<file path="src/sv/vtc_pkg.sv">
// Shared types and constants for the valve travel controller.
`timescale 1ns / 1ps

package vtc_pkg;

    localparam int CountW = 9;
    localparam int LimitW = 8;
    localparam int CfgIdxW = 1;

    typedef enum logic [1:0] {
        KIND_TICK   = 2'd0,
        KIND_OPEN   = 2'd1,
        KIND_CLOSE  = 2'd2,
        KIND_STATUS = 2'd3
    } kind_t;

    typedef enum logic [1:0] {
        POS_OPEN   = 2'd0,
        POS_CLOSED = 2'd1,
        POS_MIDWAY = 2'd2
    } position_t;

    typedef enum logic [2:0] {
        OUT_NONE           = 3'd0,
        OUT_ALREADY_OPEN   = 3'd1,
        OUT_ALREADY_CLOSED = 3'd2,
        OUT_OPENED         = 3'd3,
        OUT_CLOSED         = 3'd4,
        OUT_TIMEOUT        = 3'd5,
        OUT_REJECTED       = 3'd6
    } outcome_t;

    typedef enum logic [CfgIdxW-1:0] {
        CFG_MAX_TRAVEL = 1'b0,
        CFG_USE_POWER  = 1'b1
    } cfg_index_t;

    typedef struct packed {
        logic              moving;
        logic              target_open;
        logic [CountW-1:0] travel_count;
        logic              direction_relay;
        logic              supply_relay;
    } vtc_state_t;

    typedef struct packed {
        position_t position;
        outcome_t  outcome;
    } vtc_result_t;

endpackage

</file>
<file path="src/sv/vtc_step.sv">
// Per-transaction decision logic: position decode, command and tick handling.
`timescale 1ns / 1ps

module vtc_step (
    input  vtc_pkg::vtc_state_t  state_cur,
    input  logic [1:0]           kind,
    input  logic                 open_switch,
    input  logic                 close_switch,
    input  logic [7:0]           max_travel_seconds,
    input  logic                 use_power_relay,
    output vtc_pkg::vtc_state_t  state_new,
    output vtc_pkg::vtc_result_t result
);
    import vtc_pkg::*;

    position_t pos;
    logic      want_open;

    // Open switch wins when both are low.
    always_comb begin
        if (!open_switch) begin
            pos = POS_OPEN;
        end else if (!close_switch) begin
            pos = POS_CLOSED;
        end else begin
            pos = POS_MIDWAY;
        end
    end

    assign want_open = (kind_t'(kind) == KIND_OPEN);

    always_comb begin
        state_new      = state_cur;
        result.position = pos;
        result.outcome  = OUT_NONE;
        case (kind_t'(kind))
            KIND_OPEN, KIND_CLOSE: begin
                if (state_cur.moving) begin
                    result.outcome = OUT_REJECTED;
                end else if (want_open && pos == POS_OPEN) begin
                    result.outcome = OUT_ALREADY_OPEN;
                end else if (!want_open && pos == POS_CLOSED) begin
                    result.outcome = OUT_ALREADY_CLOSED;
                end else begin
                    state_new.moving          = 1'b1;
                    state_new.target_open     = want_open;
                    state_new.travel_count    = '0;
                    state_new.direction_relay = want_open;
                    state_new.supply_relay    = use_power_relay;
                end
            end
            KIND_TICK: begin
                if (state_cur.moving) begin
                    if (state_cur.travel_count > {1'b0, max_travel_seconds}) begin
                        state_new.moving       = 1'b0;
                        state_new.supply_relay = 1'b0;
                        result.outcome         = OUT_TIMEOUT;
                    end else begin
                        state_new.travel_count = state_cur.travel_count + 9'd1;
                        if (state_cur.target_open && pos == POS_OPEN) begin
                            state_new.moving       = 1'b0;
                            state_new.supply_relay = 1'b0;
                            result.outcome         = OUT_OPENED;
                        end else if (!state_cur.target_open && pos == POS_CLOSED) begin
                            state_new.moving       = 1'b0;
                            state_new.supply_relay = 1'b0;
                            result.outcome         = OUT_CLOSED;
                        end
                    end
                end
            end
            default: begin
                // Status query: report only.
            end
        endcase
    end

endmodule

</file>
<file path="src/sv/valve_travel_controller_core.sv">
// Top level of the valve travel controller: input register, decision step, result register.
`timescale 1ns / 1ps
// A transaction passes through the input register and then the result register.
// One transaction per cycle while the sink is ready; the controller state updates in the same
//   cycle a transaction moves from the input register into the result register.
// Reset (aresetn low, synchronous): both stages empty, valve idle, relays off,
//   max_travel_seconds = 8, use_power_relay = 0.
// Both stages keep accepting while the result waits, so ready drops only when both are full.

module valve_travel_controller_core (
    input  logic       aclk,
    input  logic       aresetn,

    // Configuration write port
    input  logic       cfg_we,
    input  logic [vtc_pkg::CfgIdxW-1:0] cfg_index,
    input  logic [7:0] cfg_wdata,

    // Input transactions
    input  logic       s_valid,
    output logic       s_ready,
    input  logic [1:0] s_kind,
    input  logic       s_open_switch,
    input  logic       s_close_switch,

    // Result transactions
    output logic       m_valid,
    input  logic       m_ready,
    output logic [1:0] m_position,
    output logic       m_valve_drive,
    output logic       m_power_drive,
    output logic       m_busy_res,
    output logic [2:0] m_outcome
);
    import vtc_pkg::*;

    // Configuration registers
    logic [LimitW-1:0] max_travel_reg;
    logic              use_power_reg;

    // Input stage
    logic       in_vld_reg;
    logic [1:0] in_kind_reg;
    logic       in_open_reg;
    logic       in_close_reg;

    // Controller state
    vtc_state_t state_reg;
    vtc_state_t state_next;

    // Result stage
    logic        out_vld_reg;
    vtc_result_t step_result;
    logic [1:0]  out_pos_reg;
    logic        out_valve_reg;
    logic        out_power_reg;
    logic        out_busy_reg;
    logic [2:0]  out_outcome_reg;

    logic advance;
    logic in_take;

    // The input register hands over when the result register is empty or being drained.
    assign advance = in_vld_reg && (!out_vld_reg || m_ready);
    assign s_ready = !in_vld_reg || advance;
    assign in_take = s_valid && s_ready;

    always_ff @(posedge aclk) begin
        if (!aresetn) begin
            max_travel_reg <= 8'd8;
            use_power_reg  <= 1'b0;
        end else if (cfg_we) begin
            case (cfg_index_t'(cfg_index))
                CFG_MAX_TRAVEL: max_travel_reg <= cfg_wdata;
                CFG_USE_POWER:  use_power_reg  <= cfg_wdata[0];
                default: ;
            endcase
        end
    end

    always_ff @(posedge aclk) begin
        if (!aresetn) begin
            in_vld_reg <= 1'b0;
        end else if (in_take) begin
            in_vld_reg <= 1'b1;
        end else if (advance) begin
            in_vld_reg <= 1'b0;
        end
    end

    always_ff @(posedge aclk) begin
        if (in_take) begin
            in_kind_reg  <= s_kind;
            in_open_reg  <= s_open_switch;
            in_close_reg <= s_close_switch;
        end
    end

    vtc_step u_step (
        .state_cur          (state_reg),
        .kind               (in_kind_reg),
        .open_switch        (in_open_reg),
        .close_switch       (in_close_reg),
        .max_travel_seconds (max_travel_reg),
        .use_power_relay    (use_power_reg),
        .state_new          (state_next),
        .result             (step_result)
    );

    // State commits exactly once per transaction, when it enters the result register.
    always_ff @(posedge aclk) begin
        if (!aresetn) begin
            state_reg <= '0;
        end else if (advance) begin
            state_reg <= state_next;
        end
    end

    always_ff @(posedge aclk) begin
        if (!aresetn) begin
            out_vld_reg <= 1'b0;
        end else if (advance) begin
            out_vld_reg <= 1'b1;
        end else if (m_ready) begin
            out_vld_reg <= 1'b0;
        end
    end

    always_ff @(posedge aclk) begin
        if (advance) begin
            out_pos_reg     <= step_result.position;
            out_valve_reg   <= state_next.direction_relay;
            out_power_reg   <= state_next.supply_relay;
            out_busy_reg    <= state_next.moving;
            out_outcome_reg <= step_result.outcome;
        end
    end

    assign m_valid       = out_vld_reg;
    assign m_position    = out_pos_reg;
    assign m_valve_drive = out_valve_reg;
    assign m_power_drive = out_power_reg;
    assign m_busy_res    = out_busy_reg;
    assign m_outcome     = out_outcome_reg;

    // Supply relay is never on outside a move.
    a_power_only_moving: assert property (@(posedge aclk) disable iff (!aresetn)
        state_reg.supply_relay |-> state_reg.moving)
        else $error("supply relay on while idle");

    // Count can never pass one beyond the largest limit.
    a_count_bound: assert property (@(posedge aclk) disable iff (!aresetn)
        state_reg.travel_count <= 9'd256)
        else $error("travel count out of range");

    // A rejected command is only reported while a move is still running.
    a_reject_busy: assert property (@(posedge aclk) disable iff (!aresetn)
        (m_valid && m_outcome == OUT_REJECTED) |-> m_busy_res)
        else $error("rejection reported while idle");

    // A finished or timed-out move reports idle with the supply relay off.
    a_end_idle: assert property (@(posedge aclk) disable iff (!aresetn)
        (m_valid && (m_outcome == OUT_TIMEOUT || m_outcome == OUT_OPENED
            || m_outcome == OUT_CLOSED)) |-> (!m_busy_res && !m_power_drive))
        else $error("move end left the valve busy or powered");

    // Input stalls only when both stages are full and the sink holds off.
    a_stall_cause: assert property (@(posedge aclk) disable iff (!aresetn)
        !s_ready |-> (in_vld_reg && out_vld_reg && !m_ready))
        else $error("input stalled without a full pipeline");

endmodule
</file>
<file path="config.mk">
export PLATFORM = sky130hd
export DESIGN_NAME = valve_travel_controller_core
export DESIGN_NICKNAME = d
export VERILOG_FILES = /design/src/sv/vtc_pkg.sv /design/src/sv/vtc_step.sv /design/src/sv/valve_travel_controller_core.sv
export SDC_FILE = /design/constraint.sdc
export NUM_CORES = 1
export LEC_CHECK = 0
export ABC_AREA = 1
export BUFFER_PORTS_ARGS = -buffer_cell sky130_fd_sc_hd__buf_2
export CAP_MARGIN = 20
export CORE_ASPECT_RATIO = 1.2
export CORE_MARGIN = 2
export CORE_UTILIZATION = 29
export DETAILED_ROUTE_END_ITERATION = 6
export RECOVER_POWER = 50
export SYNTH_ARGS = -nofsm -noshare
export SYNTH_HDL_FRONTEND = slang
export SYNTH_SLANG_ARGS = --single-unit
</file>
<file path="constraint.sdc">
create_clock -name aclk -period 2.45 [get_ports aclk]
set_input_delay 0.49 -clock aclk [delete_from_list [all_inputs] [get_ports aclk]]
set_output_delay 0.49 -clock aclk [all_outputs]
set_load 0.02 [all_outputs]
</file>
Word-level counts from Yosys, hierarchy flattened
Cells that the tools add are included.

storage, ports and cells
  bits in registers = 36
  bits of input ports = 18
  output and inout bits = 10
  word-level logic and storage cells = 84

operators by class
  $add $sub $neg = 1
  $lt $le $gt $ge = 1
  eq/ne operators = 8
  muxes and demuxes = 31
  bitwise gates (word level) = 4
  reductions and logical operators = 22

operator list
  operator                                       number
  two-way mux 13 bit                             3
  two-way mux 3 bit                              6
  two-way mux 9 bit                              2
  case mux 9 bit (2 select lines)                1
  two-way mux 1 bit                              13
  != test 2 bit, second input constant           5
  adder 9 x 1 -> 9 bit, second input constant    1
  > comparator 9 x 8 -> 1 bit                    1
  AND reduction 7 bit                            1
  logical AND 1 bit                              6
  two-way mux 2 bit                              3
  case mux 3 bit (2 select lines)                1
  nonzero test 2 bit                             3
  AND reduction 5 bit                            1
  == test 2 x 1 -> 1 bit, second input constant  2
  logical NOT 1 bit                              4
  logical NOT 2 bit                              2
  inverter 1 bit                                 4
  case mux 1 bit (2 select lines)                2
  AND reduction 2 bit                            2
  == test 2 bit, second input constant           1
  logical OR 1 bit                               2
  OR reduction 2 bit                             1

Logic depth before layout (Yosys ltp)
Gate-level depths: netlist of the first run.

  word-level depth = 9
  gate-level depth with buffers = 17
  depth with buffers taken out = 17

By module
Synthesis of the first run repeated with hierarchy kept, for this count alone.

second synthesis, totals
  cells, all modules = 335
  area total of the unflattened synthesis = 2354.8 µm²

modules (own cells, without submodules)
  module                        instances  cells each  area an instance (µm²)  seq. area each (µm²)
  valve_travel_controller_core  1          150         1402.6                  840.8
  vtc_step                      1          185         952.2                   0.0

Worst setup path before layout of the first run
OpenSTA, ideal clock, no wires.

  kind = register -> register
  start = register in_kind_reg[0]
  end = register state_reg[4] (netlist bit)
  setup time = 117 ps
  arrival = 1574 ps
  required time = 2333 ps
  slack = 759 ps
  cell stages (with the launch flop) = 12
  path buffers = 2
  clock period less this slack = 1691 ps
  cells stage by stage = edfxtp_1 inv_1 ha_1 buf_6 nand2_2 clkinv_2 a21oi_2 nor4_4 nand2_2 buf_6 o21ai_0 nor2_1

between the ends
  cells in the longest elaborated chain, start to end = 5
  elaborated cells between the ends (all ways) = 15
  those cells by class = 7 x eq/ne; 1 x mux; 7 x reduce/logical

ends and longest elaborated chain
  what                                  RTL line                             source
  from (decl)                           valve_travel_controller_core.sv:43   logic [1:0] in_kind_reg;
  from (signal assigned)                valve_travel_controller_core.sv:93   in_kind_reg <= s_kind;
  == test 2 x 1 -> 1 bit                vtc_step.sv:30, vtc_step.sv:36
  logical NOT 1 bit                     vtc_step.sv:42                       end else if (!want_open && pos == POS_CLOSED) begin
  logical AND 1 bit                     vtc_step.sv:42
  != test 2 bit (no source line)        --
  AND reduction 7 bit (no source line)  --
  to (signal assigned)                  valve_travel_controller_core.sv:115  state_reg <= state_next;
  to (decl)                             valve_travel_controller_core.sv:48   vtc_state_t state_reg;

Parallel ways exist; a longest one is shown, timed or not.
A chain may end at the register's enable or synchronous reset.

Worst setup path in the final report of the first run
  start = register in_kind_reg[1]
  end = register state_reg[4] (netlist bit)

The elaborated chain is that of the path after synthesis.

==> results of run 1 <==
## cells in the final DEF (no fill, tap or decap), drive strengths merged
cell / instances
nand2: 63
inv: 43
a21oi: 27
dfxtp: 24
o21ai: 18
nor2: 18
buf: 17
clkbuf: 17
ha: 12
edfxtp: 12
nand3: 10
xor2: 4
nor3: 3
clkinv: 3
a31oi: 2
nand4: 2
nand3b: 1
or2: 1
a32o: 1
nor4: 1
nor3b: 1
o211ai: 1
## metrics by stage
| stage | hold slack (ns) | area [um2] | setup slack [ns] |
|---|---|---|---|
| 5_1_grt | 0.3640 | 2221 | 0.2003 |
| 3_5_place_dp | 0.4534 | 2152 | 0.4331 |
| 6_report | 0.3827 | 2221 | 0.4227 |
| 4_1_cts | 0.3707 | 2233 | 0.4196 |
| 2_1_floorplan | 0.4347 | 1952 | 0.7591 |
| 3_3_place_gp | 0.4517 | 2152 | 0.5332 |
## cell type report
class,count,area (um2)
clock inverters,1,5.005
multi-input cells,165,898.4
fillers,738,4265
flip-flops and latches,36,840.8
clock buffers,7,76.32
inverters,45,171.4
well taps,85,106.4
repair buffers,27,122.6
## worst register-to-register path, stage by stage, from the launching register on
cell      delay (ns)
edfxtp_1        0.40
inv_1           0.10
ha_1            0.36
nand2_2         0.10
clkinv_2        0.07
a21oi_2         0.04
nor4_4          0.29
nand2_2         0.21
inv_2           0.17
nand2_1         0.07
nand2_1         0.06
inv_1           0.04
nor2_1          0.07
## power groups by stage
stage                     registers, uW  clock network [uW]  logic (uW)
final                               661                 405         156
after global routing                664                 447         181
after CTS                           661                 424         161
after detailed placement            674                   0         160
after global placement              673                   0         156
after floorplan                     680                   0         111
## per-layer routing
layer,vias up,GRT usage
met3,7,0.02981
met1,738,0.1204
li1,867,-
met5,-,0
met4,0,0.05460
met2,30,0.2016
## worst max-delay path by stage
stage,start,endpoint,slack (ns),cells past startpoint
after global placement,in_kind_reg[0]$_DFFE_PP_,state_reg[3]$_SDFFE_PN0P_,0.53,10
final,in_kind_reg[1]$_DFFE_PP_,state_reg[4]$_SDFFE_PN0P_,0.42,12
after detailed placement,in_kind_reg[1]$_DFFE_PP_,state_reg[4]$_SDFFE_PN0P_,0.43,12
after CTS,in_kind_reg[1]$_DFFE_PP_,state_reg[3]$_SDFFE_PN0P_,0.42,10
after global routing,in_kind_reg[1]$_DFFE_PP_,state_reg[4]$_SDFFE_PN0P_,0.20,12
after floorplan,in_kind_reg[0]$_DFFE_PP_,state_reg[4]$_SDFFE_PN0P_,0.76,11
## cells by family (layout without fill, tap and decap cells)
logic type / Yosys count / count (layout)
buf+inv: 51 / 80
flops: 36 / 36
simple gates: 100 / 100
compound gates: 49 / 49
fa+ha+maj: 12 / 12
xor+xnor: 4 / 4
==> impl_metrics.yaml, run 1 <==
cts:
  clk_pin_slew_ns: 0.08
  cts_root_buffer: "clkbuf_8"
  cts_resized: 0
  holdBufCountCts: 0
  htree_num_levels: 2
  cts_setup_buffers: 0
  cts_made_buffers: 5
  ctsLongestPathBuffers: 2
  insertion_delay_ns: 0.29
  numClockSinks: 36
  cts_tree: "done"
yosys:
  syn_inst: 252
  ys_seq_elements: 36
  yosysMostFrequentCell: "nand2_1"
  synthAdderAreaFrac: 0.07692
  synth_top_cells_by_area: "dfxtp_1 (25%), edfxtp_1 (18%), nand2_1 (11%)"
  synthSimpleGateAreaFrac: 0.2288
  syn_area_mm2: 0.001952
  netlist-cell-type-count: 29
  yosys_warnings: 0
  synth_compound_area_frac: 0.1365
  synth-edff-count: 12
  synthXorXnorAreaFrac: 0.01795
  yosys.area.top_type: "dfxtp_1"
  synth_flop_cell: "dfxtp_1"
  syn_avg_cell_area_um2: 7.746
  synth_commonest_cells: "nand2_1 (59), inv_1 (40), a21oi_1 (25), dfxtp_1 (24), o21ai_0 (17)"
  ys_async_sr_fraction: 0
  synth_top_family_by_area: "simple AND/OR/NAND/NOR gates"
  synth.area.mux_share: 0
  syn_nets: 282
  synth_top_area_share: 0.2462
  ys_seq_area_frac: 0.4308
global_routing:
  grt_use_total: 0.1119
  grt_max_degree: 14
  grt_pass1_vias: 1566
  grt-ovfl-total: 0
  antenna_found_initial: 0
  grt_pass1_wl_um: 6596
finish:
  utilization: 0.3424
  final_nets: 310
  largest_register_ffs: 13
  drive_above_1_share: 0.1352
  stdcell_count: 366
  diodes: 0
  syn_to_final_growth_pct: 13.78
power:
  pwr-share-comb: 0.128
  power-per-cell-area_mw_per_mm2: 550.2
  p_leak_uw: 0.0009710
  power.switching_uw: 323.1
  swShare: 0.2644
  clockPowerShare: 0.331
  power_uw: 1222
  seqPwrFrac: 0.541
  ir_drop_mv: 0.2050
  intPower_uw: 898.8
setup_path:
  reg2reg_slack_ns: 0.42
  crit_fanout: 11
  endpoint_kind: "register"
  r2r-end: "state_reg[4]$_SDFFE_PN0P_"
  critPathLaunchType: "register"
  critPathSlowestCell: "edfxtp_1"
  crit_chain: "inv_1 > ha_1 > nand2_2 > clkinv_2 > a21oi_2 > nor4_4 > nand2_2 > inv_2 > nand2_1 > nand2_1 > inv_1 > nor2_1"
  required_ns: 2.68
  worstReg2RegStart: "in_kind_reg[1]$_DFFE_PP_"
  crit_type: "reg -> reg"
  worst-endpoint-arrival_ns: 2.26
  crit_family: "simple AND/OR/NAND/NOR gates"
  rr_worst_depth: 12
  crit_path_max_incr_delay_ns: 0.40
  path_buf_inv: 4
detailed_routing:
  wl_met3_um: 146
  routed_via_density: 4.486
  drc: 0
  wl_um: 3713
  topRoutingLayerUsed: "met4"
  post_drt_wl_per_cell_um: 10.14
  met2_length_um: 1928
  drt-pass1-iter-count: 4
  drt-met1-wl_um: 1547
  dr_total_vias: 1642
  ant_nets: 0
  initialDrtViolationCount: 74
floorplan:
  core_area_mm2: 0.006486
  die_h_um: 93.87
  die-width_um: 78.89
  std_cell_rows: 32
  die-area_mm2: 0.007405
  pin_count: 28
  start_util: 0.3009
timing:
  finalSetupTns_ns: 0
  period_needed_ns: 2.027
  setup_viol: 0
  min_period_over_period: 0.8275
  clock_skew_ns: 0.01454
  grt_setup_unrepaired: "false"
  maxClockFrequency_mhz: 493.3
  tightest_slew_ns: 0.4923
  maxSlewHeadroom: 0.6718
  hold_violations: 0
  finalMaxSlewViolations: 0
placed_design:
  place.gp.congestion: 0.8473
  port-buffer-count: 27
  dp_cells: 358
  hpwl_um: 2912
hold_path:
  hold_depth: 1
  hold_start: "s_open_switch"
  hold_path_end: "in_open_reg$_DFFE_PP_"
  hold_path.class: "in -> reg"
run_status:
  status: "complete, no violations"
job:
  max_cap_viol_count: 0
Power figures use the tool's default switching activity.
==> run 2, diff against run 1 <==
- clock period: 2.45 -> 2.1 ns (I/O delays scaled with it)
==> run 2 against run 1 <==
Hold slack lost 0.076 ns. Global-route usage grew 0.056 points. First-iteration DRC count shrank 28%. Count of clock-buffer cells in the layout is the same. Sequential share of layout area shrank 0.63 points. Fmax grew 8.6%. Critical path depth shrank 1. Sequential power grew 16%. Total power grew 17%. Combinational power grew 20%. Non-clock buffer count grew 4. Critical endpoint unchanged. Highest routed layer unchanged.
==> impl_metrics.yaml, run 2 (same netlist as run 1, synthesis figures left out) <==
setup_path:
  reg2reg_slack_ns: 0.23
  crit_type: "reg -> reg"
  crit_fanout: 11
  crit_family: "simple AND/OR/NAND/NOR gates"
  crit_chain: "inv_1 > ha_2 > inv_1 > nor2_2 > nor4_4 > nand2_4 > inv_2 > nand2_1 > nand2_1 > inv_1 > nor2_1"
  worst-endpoint-arrival_ns: 2.09
  path_buf_inv: 4
  crit_path_max_incr_delay_ns: 0.42
  endpoint_kind: "register"
  required_ns: 2.32
  path_common_cell: "inv_1"
  critPathSlowestCell: "edfxtp_1"
  critPathLaunchType: "register"
detailed_routing:
  drt-pass1-iter-count: 4
  initialDrtViolationCount: 53
  drc: 0
  routed_via_density: 4.468
  wl_um: 3731
  post_drt_wl_per_cell_um: 10.08
  dr_total_vias: 1653
  ant_nets: 0
floorplan:
  core_area_mm2: 0.006486
  pin_count: 28
  die-width_um: 78.89
  die-area_mm2: 0.007405
  std_cell_rows: 32
  start_util: 0.3009
  die_h_um: 93.87
timing:
  period_needed_ns: 1.866
  hold_violations: 0
  finalSetupTns_ns: 0
  tightest_slew_ns: 0.4912
  maxSlewHeadroom: 0.6725
  grt_setup_unrepaired: "false"
  min_period_over_period: 0.8888
  maxClockFrequency_mhz: 535.8
  clock_skew_ns: 0.009006
  setup_viol: 0
  finalMaxSlewViolations: 0
global_routing:
  grt_pass1_wl_um: 6486
  grt-ovfl-total: 0
  grt_pass1_vias: 1483
  antenna_found_initial: 0
  grt_use_total: 0.1125
  grt_max_degree: 14
finish:
  largest_register_ffs: 13
  drive_above_1_share: 0.1509
  syn_to_final_growth_pct: 15.71
  final_nets: 314
  final_cell_mix: "nand2_1 (59), inv_1 (41), a21oi_1 (25)"
  layout_commonest_cell: "nand2_1"
  nFillCells: 707
  diodes: 0
  final_cell_area_mm2: 0.002258
cts:
  cts_tree: "done"
  cts_root_buffer: "clkbuf_8"
  numClockSinks: 36
  htree_num_levels: 2
  insertion_delay_ns: 0.29
  cts_made_buffers: 5
  ctsLongestPathBuffers: 2
  clk_pin_slew_ns: 0.07
placed_design:
  port-buffer-count: 27
  hpwl_um: 2907
  place.gp.congestion: 0.8070
  placed_area_mm2: 0.002182
power:
  p_leak_uw: 0.0009915
  ir_drop_mv: 0.2253
  power-per-cell-area_mw_per_mm2: 631.8
job:
  max_cap_viol_count: 0
run_status:
  status: "complete, no violations"
hold_path:
  hold_path.class: "in -> reg"
[run 2: changes by cell type in the layout (fill, tap and decap cells not counted)]
cell	change
buf_4	+4
nand2_4	+1
nand2_2	-1
ha_2	+1
ha_1	-1
[run 2: path summary, 6_finish.rpt]
kind                                     to                            from  cells past startpoint
max               state_reg[4]$_SDFFE_PN0P_        in_kind_reg[0]$_DFFE_PP_                     11
min                  in_close_reg$_DFFE_PP_                  s_close_switch                      1
max reg2reg       state_reg[4]$_SDFFE_PN0P_        in_kind_reg[0]$_DFFE_PP_                     11
min reg2reg  max_travel_reg[5]$_SDFFE_PN0P_  max_travel_reg[5]$_SDFFE_PN0P_                      2
[run 2: power by group]
group | total [uW] | switching (uW) | internal, uW | leakage, uW
sequential | 770 | 16.6 | 754 | 0.000310
combinational | 187 | 121 | 65.6 | 0.000639
clock | 469 | 237 | 233 | 0.0000422
total | 1430 | 375 | 1050 | 0.000992
[run 2: what timing repair did]
action | in CTS | in global routing
setup endpoints to repair | 0 | 4
buffers inserted | 0 | 0
resized for setup | 0 | 2
hold buffers | 0 | 0
endpoints found under the hold margin | 0 | 0
[run 2: area by class of cell]
class,instances,area (um2),share of cell area
Sequential cell,36,840.8,0.3723
Multi-Input combinational cell,165,905.9,0.4011
Clock buffer,7,76.32,0.03379
Timing Repair Buffer,31,152.6,0.06759
Inverter,45,171.4,0.07590
Tap cell,85,106.4,0.04709
Clock inverter,1,5.005,0.002216
[run 2: routing by layer]
layer	vias to the layer above	wire length, um	global-route usage
li1	874	-	-
met1	748	1562	0.1190
met2	25	1949	0.2073
met3	6	129	0.02596
met4	0	88	0.05603
met5	-	0	0
[run 2: metrics by stage]
stage / hold WS (ns) / std cells / setup slack (ns) / util / power, uW
final: 0.3063 / 370 / 0.2335 / 0.3482 / 1427
after global routing: 0.2990 / 370 / 0.04260 / 0.3482 / 1498
after CTS: 0.3017 / 370 / 0.1239 / 0.3490 / 1451
after detailed placement: 0.4537 / 362 / 0.1529 / 0.3364 / 975.4
after global placement: 0.4512 / 362 / 0.2235 / 0.3364 / 971.8
after floorplan: 0.4347 / 252 / 0.4091 / - / 923.3
